### src/rtl/core/sfpt_prefix.sv
// ----------------------------------------------------------------------------
// sfpt_prefix: inclusive prefix OR over the per-cell match bits
// Log-depth parallel prefix; bit i is set when any match at index <= i.
// ----------------------------------------------------------------------------
module sfpt_prefix #(
	parameter int WIDTH = 64
) (
	input  logic [WIDTH-1:0] bits,
	output logic [WIDTH-1:0] incl
);

	localparam int LEVELS = (WIDTH > 1) ? $clog2(WIDTH) : 1;

	logic [WIDTH-1:0] lvl [LEVELS+1];

	assign lvl[0] = bits;

	// one doubling step per level
	for (genvar l = 0; l < LEVELS; l++) begin : g_lvl
		for (genvar i = 0; i < WIDTH; i++) begin : g_bit
			if (i >= (1 << l)) begin : g_or
				assign lvl[l+1][i] = lvl[l][i] | lvl[l][i-(1<<l)];
			end else begin : g_keep
				assign lvl[l+1][i] = lvl[l][i];
			end
		end
	end

	assign incl = lvl[LEVELS];

endmodule

### config.mk
export PLATFORM = sky130hd
export DESIGN_NAME = sfpt_prefix
export DESIGN_NICKNAME = d
export VERILOG_FILES = /design/src/rtl/core/sfpt_prefix.sv
export SDC_FILE = /design/constraint.sdc
export NUM_CORES = 1
export LEC_CHECK = 0
export BUFFER_PORTS_ARGS = -buffer_cell sky130_fd_sc_hd__buf_2
export CAP_MARGIN = 20
export CORE_ASPECT_RATIO = 1.4
export CORE_MARGIN = 10
export CORE_UTILIZATION = 30
export DETAILED_ROUTE_END_ITERATION = 10
export PLACE_DENSITY = 0.91
export SYNTH_ARGS = -nofsm -noshare
export SYNTH_HDL_FRONTEND = slang
export SYNTH_SLANG_ARGS = --single-unit
### constraint.sdc
create_clock -name vclk -period 3.1
set_clock_uncertainty 0.05 [all_clocks]
set_input_delay 0.155 -clock vclk [all_inputs]
set_output_delay 0.155 -clock vclk [all_outputs]
set_load 0.05 [all_outputs]
# Word-level counts from Yosys, hierarchy flattened
# Cells that the tools add are included.
dict set report word_totals {
  regBits 0
  input_bits 64
  out_inout_bits 64
  elab_cells 321
}
dict set report op_classes {
  n_bitwise 321
}
# operator count
set op_table {}
lappend op_table {{1-bit OR} 321}

# Logic depth before layout (Yosys ltp)
# Gate-level depths: netlist (run 1).
dict set report depth {
  depth_word 6
  ltp_mapped 6
  depth_no_buf 5
}

# Worst setup path after synthesis (run 1)
# No wires, ideal clock.
dict set report synth_path {
  path_type {input to output}
  start {input bits[0]}
  end {output incl[41]}
  arrival_ns 2.897
  required_ns 2.895
  setup_slack_ns -0.002
  cell_stages 5
  path_buffers 0
  path_cell_list {or4_4 and4bb_2 nand4_1 or2_2 nand3b_1}
}
dict set report synth_via {
  elab_chain_len 3
}
# element line_no
set synth_lines {}
lappend synth_lines {{start, declared} 8} ;# input logic [WIDTH-1:0] bits,
lappend synth_lines {{1-bit OR (3 in a row)} 22} ;# assign lvl[l+1][i] = lvl[l][i] | lvl[l][i-(1<<l)];
lappend synth_lines {{end, declared} 9} ;# output logic [WIDTH-1:0] incl
# No other way between the ends.

# Worst setup path in the final report (run 1)
dict set report layout_path {
  start {input bits[0]}
  end {output incl[34]}
}
dict set report layout_via {
  elab_chain_len 2
}
# element line_no
set layout_lines {}
lappend layout_lines {{1-bit OR (2 in a row)} 22}
# No other way between the ends.

==> flow_summary.json, run 1 <==
{
  "p_switching_mw": 0.0439,
  "period_needed_ns": 2.41,
  "setup_tns_ns": 0,
  "seq_area_frac_synth": 0,
  "nFillCells": 234,
  "dpl_cell_area_um2": 1370,
  "die_area_um2": 4680,
  "fin_area_um2": 1370,
  "slew_headroom": 0.574,
  "cp.depth": 7,
  "rsz0062_at_grt": "no",
  "port_buffers": 128,
  "yosys-top-cells-area": "nand2_1 (10%), nor2_1 (9.1%), nor4_1 (8.1%)",
  "die_h_um": 77.1,
  "critPathTopFamily": "simple AND/OR/NAND/NOR gates",
  "vias_per_cell": 5.21,
  "wl_um": 4210,
  "power.total_mw": 0.0843,
  "syn_nets": 185,
  "final_hold_viol_count": 0,
  "syn_area_um2": 698,
  "hold_class": "in2out",
  "crit_top_cell": "buf_2",
  "powerDensity_nw_per_um2": 61.7,
  "cts_hold_buf": 0,
  "finalMaxSlewViolations": 0,
  "drv_cap": 0,
  "ys_types": 25,
  "place_congestion": 0.833,
  "grt_max_degree": 14,
  "whs_ns": 0.581,
  "yosysMostFrequentCell": "nand2_1",
  "cts-resized-gates": 0,
  "tightest_slew_ns": 0.633,
  "yosys_warnings": 0,
  "crit_fanout": 9,
  "core_um2": 2200,
  "io_pins": 128,
  "antenna_left": 0,
  "critPathCapture": "incl[34]",
  "cp-start-kind": "input port",
  "fin_crit_sh": 0.777,
  "cp_num_buf_inv": 2,
  "multi_input_area_um2": 661,
  "synth_top_area_share": 0.102,
  "pwr-share-clk": 0,
  "regArea_um2": 0,
  "insertedDiodeCount": 0,
  "nClkBuffers": 0,
  "final-setup-viol-count": 0,
  "antenna_found_initial": 0,
  "grt_usage": 0.157,
  "drc_errors": 0,
  "area_growth_pct": 95.7,
  "post-cts-setup-buffers": 0,
  "critPathArrivalTime_ns": 2.20,
  "fmax_mhz": 415,
  "grt-ovfl-total": 0,
  "max_stage_delay_ns": 0.53,
  "design.seq.count": 0,
  "dr.pass1.iters": 4,
  "rows": 20,
  "die_w_um": 60.8,
  "synth_top_area_cell": "nand2_1",
  "layout-drive-gt1-share": 0.589,
  "start_util": 0.317,
  "syn-mean-instance-area_um2": 5.77,
  "p_int_mw": 0.0405,
  "run_status": "finished clean",
  "vias": 1407,
  "critPathKind": "in2out",
  "cp-startpoint": "bits[0]",
  "combPwrFrac": 1.000,
  "crit_required_ns": 2.89,
  "avgRoutedWirePerCell_um": 15.6,
  "slowest_stage": "or4_4",
  "cp-end-kind": "output port",
  "synth_common_cells": "nand2_1 (19), nor2_1 (17), nor3_1 (11), nand3_1 (10)",
  "ir_worst_vdd_v": 0.0000467,
  "grt_pass1_vias": 1474,
  "p_sw_frac": 0.520,
  "dp_hpwl_um": 3960,
  "power_frac_seq": 0,
  "path_cells": "buf_2 > or4_4 > and4bb_2 > nand4_4 > or3_4 > or2_1 > buf_2",
  "grt_first_pass_wirelength_um": 6240,
  "fin_nets": 314,
  "p_leak_nw": 0.531,
  "drtIter0Drc": 37,
  "postSynthCellCount": 121
}
-- per-layer routing --
layer	share of wire	vias up	wire length, µm	track usage
li1	-	690	-	-
met1	0.31	616	1320	0.142
met2	0.47	97	1980	0.286
met3	0.21	4	880	0.0972
met4	0.0069	0	29	0.0176
met5	0	-	0	0
-- worst min path at each step --
stage / from / cells past startpoint / slack, ns / end
after floorplan: bits[0] / 1 / 0.43 / incl[0]
after global placement: bits[0] / 2 / 0.58 / incl[0]
after detailed placement: bits[0] / 2 / 0.58 / incl[0]
after CTS: bits[0] / 2 / 0.58 / incl[0]
after global routing: bits[0] / 2 / 0.59 / incl[0]
final: bits[0] / 2 / 0.58 / incl[0]
-- cell type report --
cell class,count,share of cell area
inverters,6,0.0165
repair buffers,130,0.480
well taps,22,0.0201
multi-input cells,112,0.484
-- kinds of logic after synthesis --
logic type	Yosys count	synth area share
simple gates	112	0.943
buf+inv	9	0.0573
-- metrics by stage --
step	std cells	utilization	setup WS (ns)
floorplan	121	-	0.106
global placement	270	0.620	0.711
detailed placement	270	0.620	0.674
CTS	270	0.620	0.670
global route	270	0.620	0.561
finish	270	0.620	0.691
-- placed cells by master, fill, tap and decap left out, types with 2 or more instances in the layout --
| cell type | n |
|---|---|
| inv_1 | 6 |
| nand3_1 | 10 |
| buf_4 | 2 |
| nand4_1 | 3 |
| or3_1 | 7 |
| nand2_1 | 19 |
| nand2b_1 | 6 |
| or2_2 | 8 |
| buf_2 | 128 |
| nor4b_1 | 2 |
| and2_1 | 2 |
| nor4_1 | 9 |
| nor3_1 | 11 |
| nand3b_1 | 6 |
| nor2_1 | 17 |
| and4bb_2 | 2 |
-- power by group through the flow --
stage	sequential, mW	clock (mW)	combinational, mW
after floorplan	0	0	0.0293
after CTS	0	0	0.0847
final	0	0	0.0843
after global placement	0	0	0.0827
after global routing	0	0	0.0933
after detailed placement	0	0	0.0844
(Power assumes the default switching activity.)
==> inputs of run 2 (changes only) <==
Settings changed: ABC_AREA from default to 1, CORE_UTILIZATION 30 to 39, PLACE_DENSITY 0.91 to 0.85.
Clock period 3.1 ns to 2.4 ns, I/O delays scaled along.
==> run 2 against run 1 <==
Net effect:
- sequential share of layout area unchanged
- die area grew 33%
- combinational power grew 85%
- critical path type unchanged
- utilization is 1.4 points lower
- synthesized cell count grew to 2.8 times the previous value
- first-iteration DRC count grew 140%
- setup slack gained 0.30 ns
- non-clock buffer count shrank 2
- critical path depth rose by 1
- cell area is 49% higher
- via count is 65% higher
- largest power group unchanged
==> flow_summary.json, run 2 <==
{
  "run_status": "finished clean",
  "die_area_um2": 6240,
  "drtIter0Drc": 87,
  "die_h_um": 89.5,
  "die_w_um": 69.7,
  "slew_headroom": 0.821,
  "postSynthCellCount": 337,
  "final_common_cell": "nor2_1",
  "max_stage_delay_ns": 0.20,
  "insertedDiodeCount": 0,
  "design.seq.count": 0,
  "regArea_um2": 0,
  "grt_usage": 0.189,
  "cp-start-kind": "input port",
  "cp-startpoint": "bits[9]",
  "grtUsageMet1": 0.179,
  "post-cts-setup-buffers": 0,
  "yosysMostFrequentCell": "nor2_1",
  "power.total_mw": 0.156,
  "synth_top_area_cell": "nor2_1",
  "period_needed_ns": 1.41,
  "tightest_slew_ns": 0.270,
  "seq_area_frac_synth": 0,
  "use_met3": 0.0567,
  "nFillCells": 405,
  "powerDensity_nw_per_um2": 77.1,
  "crit_fanout": 5,
  "grt_pass1_vias": 2397,
  "cp-end-kind": "output port",
  "finalMaxSlewViolations": 0,
  "cts-resized-gates": 0,
  "fin_nets": 530,
  "ir_worst_vdd_v": 0.0000587,
  "synth_top_area_share": 0.401,
  "yosys_warnings": 0,
  "dp_hpwl_um": 5960,
  "p_leak_nw": 0.782,
  "drv_cap": 0,
  "avgRoutedWirePerCell_um": 12.5,
  "hold_class": "in2out",
  "syn_area_um2": 1350,
  "yosys-top-cells-area": "nor2_1 (40%), nand2_1 (36%), inv_1 (12%)",
  "grt_first_pass_wirelength_um": 10100,
  "crit_required_ns": 2.23,
  "final-setup-viol-count": 0,
  "grt-busiest-layer": "met2",
  "critPathKind": "in2out",
  "ys_types": 7,
  "path_cells": "buf_2 > nor2_1 > nand2_1 > nor2_1 > nand2_2 > nor2_2 > nand2_1 > buf_2",
  "io_pins": 128,
  "final_cell_mix": "nor2_1 (144), nand2_1 (129), buf_2 (128)",
  "antenna_found_initial": 0,
  "start_util": 0.402,
  "met2_usage": 0.388,
  "critPathCapture": "incl[50]",
  "layout-drive-gt1-share": 0.321,
  "wl_um": 6280,
  "nClkBuffers": 0,
  "vias_per_cell": 4.60,
  "syn_nets": 401,
  "setup_tns_ns": 0,
  "rows": 25,
  "synth_common_cells": "nor2_1 (144), nand2_1 (129), inv_1 (42), nor2_2 (9), nand2_2 (7)",
  "place_congestion": 0.927,
  "drc_errors": 0,
  "cts_hold_buf": 0,
  "slowest_stage": "nor2_1",
  "fin_crit_sh": 0.586,
  "antenna_left": 0,
  "grt-ovfl-total": 0,
  "rsz0062_at_grt": "no",
  "final_hold_viol_count": 0,
  "port_buffers": 128,
  "fmax_mhz": 710,
  "grt_max_degree": 6,
  "whs_ns": 0.529,
  "core_um2": 3350,
  "area_growth_pct": 50.7,
  "critPathArrivalTime_ns": 1.24,
  "dr.pass1.iters": 4,
  "vias": 2317,
  "syn-mean-instance-area_um2": 3.99
}
==> run 2: how the worst min path moves through the flow <==
stage                 start       to  slack, ns  cells after the start
floorplan           bits[0]  incl[0]       0.36                      1
global placement    bits[0]  incl[0]       0.53                      2
detailed placement  bits[0]  incl[0]       0.53                      2
CTS                 bits[0]  incl[0]       0.53                      2
global route        bits[0]  incl[0]       0.53                      2
finish              bits[0]  incl[0]       0.53                      2
==> run 2: critical path, delay by kind of cell <==
family	cells	cell delay, ns
buffers and inverters	2	0.31
and+or+nand+nor	6	0.79
==> run 2: cell families (layout without fill, tap and decap cells) <==
group | Yosys count | count (layout) | synth area share
simple gates | 294 | 294 | 0.877
buf+inv | 43 | 170 | 0.123
==> run 2: routing by layer <==
layer | routed length (µm) | part of all wire
met1 | 2330 | 0.37
met2 | 3180 | 0.51
met3 | 629 | 0.10
met4 | 145 | 0.023
met5 | 0 | 0
==> run 2: cell type report <==
class                           instances  area [µm²]  area share
Multi-Input combinational cell        294        1180       0.582
Timing Repair Buffer                  128         641       0.316
Inverter                               42         158      0.0777
Tap cell                               40        50.0      0.0247
==> run 2: metrics by stage <==
stage / utilization / setup slack [ns] / area [µm²] / std cells
final: 0.606 / 0.992 / 2030 / 504
after global routing: 0.606 / 0.882 / 2030 / 504
after CTS: 0.606 / 1.01 / 2030 / 504
after detailed placement: 0.606 / 1.01 / 2030 / 504
after global placement: 0.606 / 1.03 / 2030 / 504
after floorplan: - / 0.687 / 1350 / 337
==> run 2: report_power, final <==
part | internal (mW) | leakage (nW) | switching (mW)
sequential | 0 | 0 | 0
combinational | 0.0608 | 0.782 | 0.0956
clock | 0 | 0 | 0
