### src/rtl/core/sfpt_pkg.sv
// ----------------------------------------------------------------------------
// sfpt_pkg: shared definitions for the shortest-path frontier table
// Operation codes, controller states, per-cell command struct and defaults.
// ----------------------------------------------------------------------------
package sfpt_pkg;

	// default sizes
	localparam int ENTRIES_DEF   = 64;
	localparam int NODE_BITS_DEF = 16;
	localparam int DIST_BITS_DEF = 32;

	// operation codes carried in s_tuser; the spare code acts as a query
	localparam logic [1:0] OP_QUERY  = 2'd0;
	localparam logic [1:0] OP_UPSERT = 2'd1;
	localparam logic [1:0] OP_REMOVE = 2'd2;

	// controller states
	typedef enum logic [2:0] {
		ST_IDLE,
		ST_CMP,
		ST_UPD,
		ST_SCAN,
		ST_DONE
	} state_t;

	// command to one cell for the update cycle
	typedef struct packed {
		logic load;   // overwrite predecessor and distance in place
		logic push;   // take the front neighbor's slot (insert at head)
		logic pull;   // take the back neighbor's slot (close a gap)
	} cell_cmd_t;

endpackage

### src/rtl/core/sfpt_cell.sv
// ----------------------------------------------------------------------------
// sfpt_cell: one slot of the frontier table
// Holds node, predecessor and distance, shifts with its neighbors on insert
// and remove, and folds its slot into the lookup and minimum record that
// travels toward the head of the chain one cell per cycle.
// ----------------------------------------------------------------------------
module sfpt_cell #(
	parameter int NODE_BITS = 16,
	parameter int DIST_BITS = 32
) (
	input  logic                  clk,
	input  logic                  arst_n,
	input  sfpt_pkg::cell_cmd_t   cmd,
	// item under work
	input  logic [NODE_BITS-1:0]  item_node,
	input  logic [NODE_BITS-1:0]  item_pred,
	input  logic [DIST_BITS-1:0]  item_dist,
	// front neighbor slot (newer side)
	input  logic                  front_valid,
	input  logic [NODE_BITS-1:0]  front_node,
	input  logic [NODE_BITS-1:0]  front_pred,
	input  logic [DIST_BITS-1:0]  front_dist,
	// back neighbor slot (older side)
	input  logic                  back_valid,
	input  logic [NODE_BITS-1:0]  back_node,
	input  logic [NODE_BITS-1:0]  back_pred,
	input  logic [DIST_BITS-1:0]  back_dist,
	// record from the back neighbor
	input  logic                  chain_found,
	input  logic [DIST_BITS-1:0]  chain_fdist,
	input  logic [NODE_BITS-1:0]  chain_fpred,
	input  logic                  chain_edge,
	input  logic                  chain_bvalid,
	input  logic [DIST_BITS-1:0]  chain_bdist,
	input  logic [NODE_BITS-1:0]  chain_bnode,
	// own slot
	output logic                  slot_valid,
	output logic [NODE_BITS-1:0]  slot_node,
	output logic [NODE_BITS-1:0]  slot_pred,
	output logic [DIST_BITS-1:0]  slot_dist,
	output logic                  eq,
	// record toward the front neighbor
	output logic                  rec_found,
	output logic [DIST_BITS-1:0]  rec_fdist,
	output logic [NODE_BITS-1:0]  rec_fpred,
	output logic                  rec_edge,
	output logic                  rec_bvalid,
	output logic [DIST_BITS-1:0]  rec_bdist,
	output logic [NODE_BITS-1:0]  rec_bnode
);

	import sfpt_pkg::*;

	logic                 valid_q;
	logic [NODE_BITS-1:0] node_q;
	logic [NODE_BITS-1:0] pred_q;
	logic [DIST_BITS-1:0] dist_q;

	logic                 found_q, edge_q, bvalid_q;
	logic [DIST_BITS-1:0] fdist_q, bdist_q;
	logic [NODE_BITS-1:0] fpred_q, bnode_q;

	logic                 found_d, edge_d, bvalid_d;
	logic [DIST_BITS-1:0] fdist_d, bdist_d;
	logic [NODE_BITS-1:0] fpred_d, bnode_d;

	// slot valid flag
	always_ff @(posedge clk or negedge arst_n) begin
		if (!arst_n) begin
			valid_q <= 1'b0;
		end else if (cmd.push) begin
			valid_q <= front_valid;
		end else if (cmd.pull) begin
			valid_q <= back_valid;
		end
	end

	// slot payload
	always_ff @(posedge clk) begin
		if (cmd.push) begin
			node_q <= front_node;
			pred_q <= front_pred;
			dist_q <= front_dist;
		end else if (cmd.pull) begin
			node_q <= back_node;
			pred_q <= back_pred;
			dist_q <= back_dist;
		end else if (cmd.load) begin
			pred_q <= item_pred;
			dist_q <= item_dist;
		end
	end

	assign eq = valid_q && (node_q == item_node);

	// fold own slot into the record from behind; ties go to the newer slot
	always_comb begin
		found_d  = 1'b0;
		fdist_d  = '1;
		fpred_d  = '1;
		edge_d   = 1'b0;
		bvalid_d = 1'b0;
		bdist_d  = '1;
		bnode_d  = '1;
		if (valid_q) begin
			found_d = eq | chain_found;
			fdist_d = eq ? dist_q : chain_fdist;
			fpred_d = eq ? pred_q : chain_fpred;
			edge_d  = (eq && (pred_q == item_pred)) | chain_edge;
			if (!chain_bvalid || (dist_q <= chain_bdist)) begin
				bvalid_d = 1'b1;
				bdist_d  = dist_q;
				bnode_d  = node_q;
			end else begin
				bvalid_d = chain_bvalid;
				bdist_d  = chain_bdist;
				bnode_d  = chain_bnode;
			end
		end
	end

	// record register, flags reset to the empty record
	always_ff @(posedge clk or negedge arst_n) begin
		if (!arst_n) begin
			found_q  <= 1'b0;
			edge_q   <= 1'b0;
			bvalid_q <= 1'b0;
		end else begin
			found_q  <= found_d;
			edge_q   <= edge_d;
			bvalid_q <= bvalid_d;
		end
	end

	always_ff @(posedge clk) begin
		fdist_q <= fdist_d;
		fpred_q <= fpred_d;
		bdist_q <= bdist_d;
		bnode_q <= bnode_d;
	end

	assign slot_valid = valid_q;
	assign slot_node  = node_q;
	assign slot_pred  = pred_q;
	assign slot_dist  = dist_q;
	assign rec_found  = found_q;
	assign rec_fdist  = fdist_q;
	assign rec_fpred  = fpred_q;
	assign rec_edge   = edge_q;
	assign rec_bvalid = bvalid_q;
	assign rec_bdist  = bdist_q;
	assign rec_bnode  = bnode_q;

endmodule

### config.mk
export PLATFORM = sky130hd
export DESIGN_NAME = sfpt_cell
export DESIGN_NICKNAME = d
export VERILOG_FILES = /design/src/rtl/core/sfpt_pkg.sv /design/src/rtl/core/sfpt_cell.sv
export SDC_FILE = /design/constraint.sdc
export NUM_CORES = 1
export LEC_CHECK = 0
export BUFFER_PORTS_ARGS = -buffer_cell sky130_fd_sc_hd__buf_2
export CORE_AREA = 2 2 179 181
export DETAILED_ROUTE_END_ITERATION = 6
export DIE_AREA = 0 0 181 183
export GPL_ROUTABILITY_DRIVEN = 0
export PLACE_DENSITY = 0.6
export SLEW_MARGIN = 10
export SYNTH_ARGS = -nofsm -noshare
export SYNTH_HDL_FRONTEND = slang
export SYNTH_SLANG_ARGS = --single-unit
### constraint.sdc
create_clock -name clk -period 3.3 [get_ports clk]
set_clock_uncertainty 0.2 [all_clocks]
set_input_delay 0.66 -clock clk [delete_from_list [all_inputs] [get_ports clk]]
set_output_delay 0.66 -clock clk [all_outputs]
set_load 0.01 [all_outputs]
# == After elaboration in Yosys (flattened, before gate mapping) ==
# Index checks and enable logic that the tools add are counted.
# word_totals
regBits,164
input_bits,298
output_inout_bits,165
# op_classes
n_lt_le_gt_ge,1
eq_ne,2
n_mux,18
bitwise_logic,2
reduce_logical,6
# ops
cell,count
$mux 32,5
$mux 16,7
$eq 16x16->1,2
$le 32x32->1,1
$mux 1,6
$reduce_bool 3->1,1
$logic_and 1x1->1,2
$or 1x1->1,2
$reduce_bool 2->1,1
$logic_not 1->1,1
$logic_or 1x1->1,1

# == Depth between registers and ports, before layout ==
# depth
ltp_word,5
mapped_depth,10
depth_no_buf,8

# == Least setup slack after synthesis ==
# No wires, ideal clock.
# synth_timing
path_kind,in2reg
from,input cmd[1] in the netlist's numbering
to,"register dist_q[0], in the netlist slot_dist[0], enable pin"
setup_ns,0.407
arrival_time_ns,2.311
t_required_ns,2.693
path_slack_ns,0.382
cell_stages,3
n_path_buf,2
path_cell_list,clkbuf_1 clkbuf_1 or3_1
# synth_between
elab_chain_len,1
# synth_lines
item,line_no,source
start: declaration,sfpt_cell.sv:13,"input sfpt_pkg::cell_cmd_t cmd,"
$reduce_bool 3->1 (no line),--,
end signal: assignment,sfpt_cell.sv:83,dist_q <= front_dist;
end signal: assignment,sfpt_cell.sv:87,dist_q <= back_dist;
end signal: assignment,sfpt_cell.sv:90,dist_q <= item_dist;
end: declaration,sfpt_cell.sv:57,logic [DIST_BITS-1:0] dist_q;
# No other way between the ends.
# A chain may end at the register's enable or synchronous reset.

# == Worst setup path in the final report ==
# layout_timing
from,"register node_q[11], in the netlist slot_node[11]"
to,output eq
# layout_between
elab_chain_len,2
# layout_lines
item,line_no,source
start: declaration,sfpt_cell.sv:55,logic [NODE_BITS-1:0] node_q;
start signal: assignment,sfpt_cell.sv:81,node_q <= front_node;
start signal: assignment,sfpt_cell.sv:85,node_q <= back_node;
$eq 16x16->1,sfpt_cell.sv:94,assign eq = valid_q && (node_q == item_node);
$logic_and 1x1->1,sfpt_cell.sv:94,
end: declaration,sfpt_cell.sv:41,"output logic eq,"
# No other way between the ends.

==> metrics.txt <==
post_cts resized=0; Synth Instances=779; global-route wire length before repair=42300 um; Lkg Pwr=5.98 nW; Final setup viols=0; period utilization=92.2%; worst setup margin=0.258 ns; Post CTS Setup Buffer Count=0; share of post-route cells with drive strength above 1=42.5%; Unique masters post-synth=36; row count=65; CP arrival=2.18 ns; Internal Pwr Total=4.00 mW; fraction of registers with async set/reset=2.44%; critical path's largest stage delay=0.50 ns; pwr dens=503 nW/um2; RSZ-0062 raised after global routing=no; Port Buffers=462; H-tree levels=4; most frequent cells in the layout=buf_2 (460), mux2i_1 (144), nand2_1 (102), nor2_1 (102), dfxtp_1 (96); CP endpoint kind=output pin; Clock power frac=35.5%; largest net degree at the start of global routing=64; CTS tree=yes; Top delay family on crit path=simple AND/OR/NAND/NOR gates; CP Launch Type=register; worst-path maximum fanout=3; Worst Tran Pin Value=0.689 ns; Post-synth EDFFs=64; Tmin final=3.04 ns; die area=33100 um2; Synth Area per Inst=10.2 um2; core footprint=31200 um2; grt total ovfl=0; critical path cell sequence=xor2_1, nor4_1, nand4_1, nor2_1, buf_4, buf_2; Sw Share=29.9%; status=finished clean; DRC viols=0; Net Switching=1.70 mW; CTS root buf=clkbuf_16; Tot GR Track Use=17.3%; CP required=2.44 ns; Routed WL per cell=18.0 um; Final Hold Viols=0; total CTS buffers=17; pre-CTS WS=0.00904 ns; most common cell after layout, fill and taps aside=buf_2; initial antenna violation count=5; worst vdd ir=301 uV; syn nets=1109; FILL cells=3230; Main synth FF type=dfxtp_1; footprint of the multi-input gates=3680 um2; CP Class=reg -> out; number of max-cap violations=0; final hold slack=0.236 ns; Seq/Total Area, Yosys=49.6%; Hold WC Path Type=in -> reg; Buf+Inv Stages, Crit Path=2; Yosys warnings=0; antenna-violating nets left=0; #FFs+latches synth=164; hold_buf cts=1; clock latency on the worst-skew pair=0.43 ns; Final Max Slew Viols=0; Initial Util=25.5%; setup tns final=0 ns; die width=181 um; 1st-pass router iterations=5; # IOs=463; WL final=29600 um; synthesis-to-layout area growth=42.6%; via count=7357; die height=183 um; number of global-route vias before repair=7354; Peak Freq=0.329 GHz; sequential power share=43.9%; clock-pin slew on the worst setup and hold paths=0.07 ns; Max Root-Sink Buffers=2; Post-DP HPWL=23000 um; DR iter-0 viols=304; slew margin rel.=53.6%; CP max-delay cell=edfxtp_1; nets=1560; Comb power frac=20.6%; Reg area=3950 um2; Cell Area, Synth=7960 um2; clock tree sinks=164; Vias/cell=4.47
[per-stage QoR]
stage	power [mW]	utilization [%]	instance area [um2]	std cells
after CTS	5.80	36.3	11300	1645
after global routing	5.99	36.3	11300	1646
after floorplan	3.10	-	7960	779
final	5.70	36.3	11300	1647
after global placement	3.71	34.4	10700	1612
after detailed placement	3.73	34.4	10700	1612
[final timing paths]
check	cells past startpoint	endpoint	start	slack (ns)
setup / recovery	6	eq	slot_node[11]$_DFFE_PP_	0.26
hold / removal	3	rec_fdist[23]$_SDFF_PN1_	chain_fdist[23]	0.24
setup reg to reg	7	rec_bdist[10]$_SDFF_PN1_	slot_dist[15]$_DFFE_PP_	0.35
hold reg to reg	2	rec_fpred[7]$_SDFF_PN1_	slot_pred[7]$_DFFE_PP_	0.37
max in group asynchronous	2	slot_valid$_DFFE_PN0P_	arst_n	2.37
min in group asynchronous	2	rec_found$_DFF_PN0_	arst_n	0.37
[area by class of cell]
| class | instances | area share (%) |
|---|---|---|
| well taps | 402 | 4.43 |
| diodes | 2 | 0.0441 |
| flip-flops and latches | 164 | 34.8 |
| clock buffers | 18 | 3.78 |
| clock inverters | 14 | 1.37 |
| repair buffers | 479 | 22.0 |
| multi-input cells | 534 | 32.4 |
| inverters | 34 | 1.14 |
[sequential cells by signal (all words and copies together) (netlist names)]
name and count:
rec_found 1, rec_fdist 32, rec_fpred 16, slot_dist 32, rec_bdist 32, rec_edge 1
rec_bvalid 1, rec_bnode 16, slot_pred 16, slot_node 16, slot_valid 1
[routing by layer]
metal	global-route usage, %	part of all wire, %	wire [um]	vias to the layer above
li1	-	-	-	3582
met1	19.7	40	11800	3389
met2	30.3	50	14600	332
met3	4.59	7.0	2060	50
met4	7.77	3.4	1020	4
met5	0	0.10	30	-
[power by group through the flow]
stage                     sequential [mW]  combinational (mW)  clock (mW)
after floorplan                      2.61               0.488           0
after global placement               2.54                1.16           0
after detailed placement             2.54                1.19           0
after CTS                            2.50                1.19        2.11
after global routing                 2.53                1.28        2.18
final                                2.50                1.17        2.02
[cell families after synthesis]
kind of cell,Yosys count,share of synthesized area [%]
buffers and inverters,81,4.34
DFF,164,49.6
xor gates and xnor gates,32,3.52
and+or+nand+nor,233,11.9
adders and majority gates,32,5.03
muxes,160,20.4
AOI/OAI and AO/OA,77,5.27
[synth_stat cells (4+ instances only)]
library cell	instances	area, um2
mux2i_1	144	1440
nand2_1	102	383
nor2_1	102	383
dfxtp_1	96	1920
edfxtp_1	64	1920
o21ai_0	52	260
clkbuf_1	35	131
inv_1	33	124
ha_1	32	400
xor2_1	32	280
mux2_2	16	180
a21oi_1	14	70.1
nand4_1	10	62.6
nor4_1	9	56.3
buf_1	4	15.0
dfrtp_1	4	100
[worst min-delay path, cell delays in order]
cell and delay, ns:
buf_2 0.07, mux2i_1 0.05, nand2_1 0.06
Power figures use the tool's default switching activity.
